[src/rtl/core/ntl_pkg.sv]
`default_nettype none

package ntl_pkg;

  localparam int unsigned TABLE_DEPTH_DEF = 1024;
  localparam int unsigned TIME_W          = 63;
  localparam int unsigned INDEX_W         = 10;
  localparam int unsigned CFG_IDX_W       = 2;

  localparam logic [1:0] CMD_CLEAR  = 2'd0;
  localparam logic [1:0] CMD_APPEND = 2'd1;
  localparam logic [1:0] CMD_QUERY  = 2'd2;

  localparam logic [CFG_IDX_W-1:0] REG_GAP_ON  = CFG_IDX_W'(0);
  localparam logic [CFG_IDX_W-1:0] REG_MAX_GAP = CFG_IDX_W'(1);

  typedef struct packed {
    logic clear;
    logic append;
    logic load_query;
    logic rd_mid;
    logic step;
    logic set_idx;
    logic rd_up;
    logic cap_lw;
    logic cap_up;
    logic emit;
  } ntl_cmd_t;

  typedef struct packed {
    logic search_open;
    logic out_free;
  } ntl_sts_t;

endpackage

`default_nettype wire

[src/rtl/core/ntl_ctrl.sv]
`default_nettype none

module ntl_ctrl (
  input  logic              clk_i,
  input  logic              rst_ni,
  input  logic              in_valid_i,
  input  logic [1:0]        in_cmd_i,
  output logic              in_ready_o,
  input  ntl_pkg::ntl_sts_t sts_i,
  output ntl_pkg::ntl_cmd_t cmd_o
);
  import ntl_pkg::*;

  localparam logic [2:0] ST_IDLE    = 3'd0;
  localparam logic [2:0] ST_SRCH_RD = 3'd1;
  localparam logic [2:0] ST_SRCH_CMP = 3'd2;
  localparam logic [2:0] ST_NB_LO   = 3'd3;
  localparam logic [2:0] ST_NB_UP   = 3'd4;
  localparam logic [2:0] ST_NB_GAP  = 3'd5;
  localparam logic [2:0] ST_DECIDE  = 3'd6;

  logic [2:0] state_q, state_d;
  logic       accept;

  assign in_ready_o = (state_q == ST_IDLE);
  assign accept     = in_valid_i && in_ready_o;

  always_comb begin
    state_d = state_q;
    cmd_o   = '0;
    case (state_q)
      ST_IDLE: begin
        if (accept) begin
          case (in_cmd_i)
            CMD_CLEAR:  cmd_o.clear = 1'b1;
            CMD_APPEND: cmd_o.append = 1'b1;
            CMD_QUERY: begin
              cmd_o.load_query = 1'b1;
              state_d          = ST_SRCH_RD;
            end
            default: ;
          endcase
        end
      end
      ST_SRCH_RD: begin
        if (sts_i.search_open) begin
          cmd_o.rd_mid = 1'b1;
          state_d      = ST_SRCH_CMP;
        end else begin
          state_d = ST_NB_LO;
        end
      end
      ST_SRCH_CMP: begin
        cmd_o.step = 1'b1;
        state_d    = ST_SRCH_RD;
      end
      ST_NB_LO: begin
        cmd_o.set_idx = 1'b1;
        state_d       = ST_NB_UP;
      end
      ST_NB_UP: begin
        cmd_o.rd_up  = 1'b1;
        cmd_o.cap_lw = 1'b1;
        state_d      = ST_NB_GAP;
      end
      ST_NB_GAP: begin
        cmd_o.cap_up = 1'b1;
        state_d      = ST_DECIDE;
      end
      ST_DECIDE: begin
        if (sts_i.out_free) begin
          cmd_o.emit = 1'b1;
          state_d    = ST_IDLE;
        end
      end
      default: state_d = ST_IDLE;
    endcase
  end

  always_ff @(posedge clk_i or negedge rst_ni) begin
    if (!rst_ni) begin
      state_q <= ST_IDLE;
    end else begin
      state_q <= state_d;
    end
  end

endmodule

`default_nettype wire

[config.mk]
export PLATFORM = sky130hd
export DESIGN_NAME = ntl_ctrl
export DESIGN_NICKNAME = d
export VERILOG_FILES = /design/src/rtl/core/ntl_pkg.sv /design/src/rtl/core/ntl_ctrl.sv
export SDC_FILE = /design/constraint.sdc
export NUM_CORES = 1
export LEC_CHECK = 0
export BUFFER_PORTS_ARGS = -buffer_cell sky130_fd_sc_hd__buf_2
export CAP_MARGIN = 20
export CORE_AREA = 4 4 41 43
export CTS_BUF_LIST = sky130_fd_sc_hd__clkbuf_4
export CTS_CLUSTER_SIZE = 10
export DETAILED_ROUTE_END_ITERATION = 8
export DIE_AREA = 0 0 45 47
export PLACE_DENSITY_LB_ADDON = 0.25
export SLEW_MARGIN = 20
export SYNTH_ARGS = -nofsm -noshare
export SYNTH_HDL_FRONTEND = slang
export SYNTH_SLANG_ARGS = --single-unit
export TNS_END_PERCENT = 100
[constraint.sdc]
create_clock -name clk_i -period 1 [get_ports clk_i]
set_input_delay 0.2 -clock clk_i [delete_from_list [all_inputs] [get_ports clk_i]]
set_output_delay 0.2 -clock clk_i [all_outputs]
set_load 0.03 [all_outputs]
==> impl_metrics.py <==
metrics = {
    "logic_synthesis": {
        "synth_area_leaders": "dfrtp_1 (28%), buf_4 (8.3%), nor3b_1 (8.3%), and4b_1 (7.4%), nor3_4 (6.0%)",
        "postSynthAreaPerCell_um2": 9.01,
        "synthesized_netlist_cell_count": 30,
        "synthDominantCellAreaShare_pct": 27.8,
        "synthesized_net_count": 37,
        "ys_warn_count": 0,
        "syn_area_um2": 270,
        "post-synth-top-area-cell": "dfrtp_1",
        "postSynthRegisterBits": 3,
        "proportion_of_synthesized_chip_area_in_sequential_cells_pct": 27.8,
        "netlist-cell-type-count": 19,
    },
    "sta": {
        "worst_clock_skew_ns": 0.00312,
        "slew_headroom_pct": 86.6,
        "rsz0062_at_grt": "true",
        "drv_slew": 0,
        "totalNegativeSetupSlack_ns": -4.62,
        "final.period_utilization_pct": 147,
        "post-route-worst-setup-slack_ns": -0.467,
        "final_hold_violating_endpoints": 0,
        "final.min_clock_period_ns": 1.47,
        "fmaxAchievable_ghz": 0.681,
        "whs_ns": 0.177,
        "final-setup-viol-count": 13,
        "timing_worst_slew_pin_value_ns": 0.201,
    },
    "layout": {
        "stdcell_area_um2": 598,
        "diodes": 0,
        "registers.top_by_ff_count": "state_q",
        "area.sequential_um2": 77.6,
        "layout.filler_cells": 140,
        "finalCoreUtilization_pct": 46.0,
        "area_growth_synth_to_finish_pct": 121,
        "most_frequent_cells_in_the_layout": "buf_6 (11), buf_4 (10), buf_2 (7), clkbuf_4 (4)",
        "post_route_cells_drive_above_1_share_pct": 83.1,
        "multi_input_area_um2": 220,
        "largestRegisters": "state_q: 3 flops",
        "largest_register_ffs": 3,
        "final_nets": 67,
        "mostFrequentLayoutCell": "buf_6",
    },
    "die": {
        "die-height_um": 47,
        "chipWidth_um": 45,
        "pin_count": 18,
        "floorplan.core_area_um2": 1300,
        "floorplan.die_area_um2": 2120,
        "core.rowCount": 13,
        "initial_core_util_pct": 20.8,
    },
    "worst_setup_path": {
        "timing.critical_path.cells": "nor3_4 > and4b_2 > buf_6",
        "critPathMaxStageDelay_ns": 0.43,
        "critical_path.slowest_cell": "dfrtp_2",
        "crit_path_max_fanout": 4,
        "crit_family": "simple AND/OR/NAND/NOR gates",
        "timing.critical_path.from_type": "register",
        "crit_path_end_kind": "output port",
        "critPathBufInv": 1,
        "worst_ep_required_time_ns": 0.80,
        "critical_path_arrival_ns": 1.27,
        "setup.worst_path.class": "reg2out",
    },
    "global_routing": {
        "grt_pass1_wl_um": 1380,
        "first_global_vias": 336,
        "gr-usage-all-layers_pct": 10.1,
        "grt_max_degree": 12,
        "antenna_found_initial": 0,
        "global_route_total_overflow": 0,
    },
    "clocking": {
        "clock-sinks": 3,
        "cts_made_buffers": 3,
        "clockBufferDepth": 2,
        "cts.clk_slew.worst_paths_ns": 0.04,
        "cts_tree": "done",
        "clk_latency_ns": 0.24,
        "clk_root_buffer_cell": "clkbuf_4",
        "ctsHtreeMaxLevel": 1,
    },
    "power_and_ir_drop": {
        "internal_power_mw": 1.04,
        "vdd_drop_max_v": 0.00153,
        "power.share.sequential_pct": 15.5,
        "comb_pwr_share_pct": 71.0,
        "sw_frac_of_total_pct": 44.5,
        "p_leak_nw": 0.289,
        "pwr_cell_area_nw_per_um2": 3140,
        "switching_power_mw": 0.834,
        "clock_power_share_pct": 13.5,
    },
    "route": {
        "dr_total_vias": 329,
        "antenna_violating_nets_post_route": 0,
        "wl_per_cell_um": 12.4,
        "detail_route.first_pass.iterations": 2,
        "drt-total-wl_um": 918,
        "post-route-drc-count": 0,
        "detail_route.iter0.violations": 3,
        "vias_per_cell": 4.45,
    },
    "placed_design": {
        "io_buffer_count": 17,
        "detailed_place_hpwl_um": 582,
        "postPlaceCellArea_um2": 424,
        "finalWeightedCongestion": 0.759,
    },
    "flow_run": {
        "drv.max_cap_violation_count": 0,
    },
    "status": {
        "violations": "setup timing",
        "run_status": "finished, violations left",
    },
    "min_path": {
        "timing.hold.worst.class": "in2reg",
    },
}
==> worst reg2reg max path, delay by kind of cell (launching register included) <==
| family | cells | cell delay, ns |
|---|---|---|
| compound gates | 1 | 0.14 |
| buf+inv | 2 | 0.29 |
| flops | 1 | 0.47 |
| simple gates | 2 | 0.12 |
==> through the flow <==
stage	std cells	total power, mW	worst slack [ns]
finish	74	1.88	-0.467
CTS	71	1.67	-0.463
global route	74	1.99	-0.523
floorplan	30	0.985	-0.454
detailed placement	65	1.23	-0.270
global placement	65	1.25	-0.297
==> cell families after synthesis <==
logic type	synth area share (%)
compound gates	15.3
buf+inv	15.3
flops	27.8
simple gates	41.7
==> power groups by stage <==
| stage | Combinational [mW] | Sequential, mW | Clock, mW |
|---|---|---|---|
| 2_1_floorplan | 0.778 | 0.207 | 0 |
| 3_3_place_gp | 0.982 | 0.269 | 0 |
| 3_5_place_dp | 0.969 | 0.265 | 0 |
| 4_1_cts | 1.13 | 0.287 | 0.259 |
| 5_1_grt | 1.42 | 0.300 | 0.269 |
| 6_report | 1.33 | 0.290 | 0.254 |
==> synthesized netlist by cell type, drive strengths merged <==
cell   instances
and4b          2
nor2b          2
o22ai          1
nor3b          3
o32ai          1
a31oi          1
nand2          3
a21o           1
o21ai          1
inv            2
dfrtp          3
and4           1
nor2           2
buf            4
nor3           2
and3           1
==> worst paths after layout <==
| path | start | to | slack, ns | cells after the start |
|---|---|---|---|---|
| worst min-delay path | sts_i[0] | state_q[1] | 0.18 | 2 |
| worst max register to register | state_q[0] | state_q[2] | -0.12 | 5 |
| worst max-delay path | state_q[2] | cmd_o[8] | -0.47 | 3 |
| worst min register to register | state_q[2] | state_q[0] | 0.69 | 2 |
| min in group asynchronous | rst_ni | state_q[0] | 0.28 | 2 |
| max in group asynchronous | rst_ni | state_q[2] | 0.61 | 2 |
==> area by class of cell <==
cell class / count / share of cell area (%)
Clock buffer: 4 / 5.02
Inverter: 2 / 1.26
Multi-Input combinational cell: 21 / 36.8
Sequential cell: 3 / 13.0
Tap cell: 15 / 3.14
Timing Repair Buffer: 29 / 40.8
==> routing by layer <==
layer | part of all wire (%) | vias up | track usage [%]
met1 | 36 | 150 | 10.1
met4 | 5.3 | 0 | 15.8
met3 | 4.0 | 4 | 3.07
met2 | 55 | 12 | 13.8
met5 | 0 | - | 0
li1 | - | 163 | -
==> repair_timing <==
action                     CTS  global route
hold endpoints to repair     3             0
gates cloned                 0             0
buffers inserted             1             4
hold buffers                 1             0
pin swaps                    2             4
gates resized for setup     21            11
setup endpoints to repair   13            14
No activity file was read; power rests on OpenSTA's default activity.
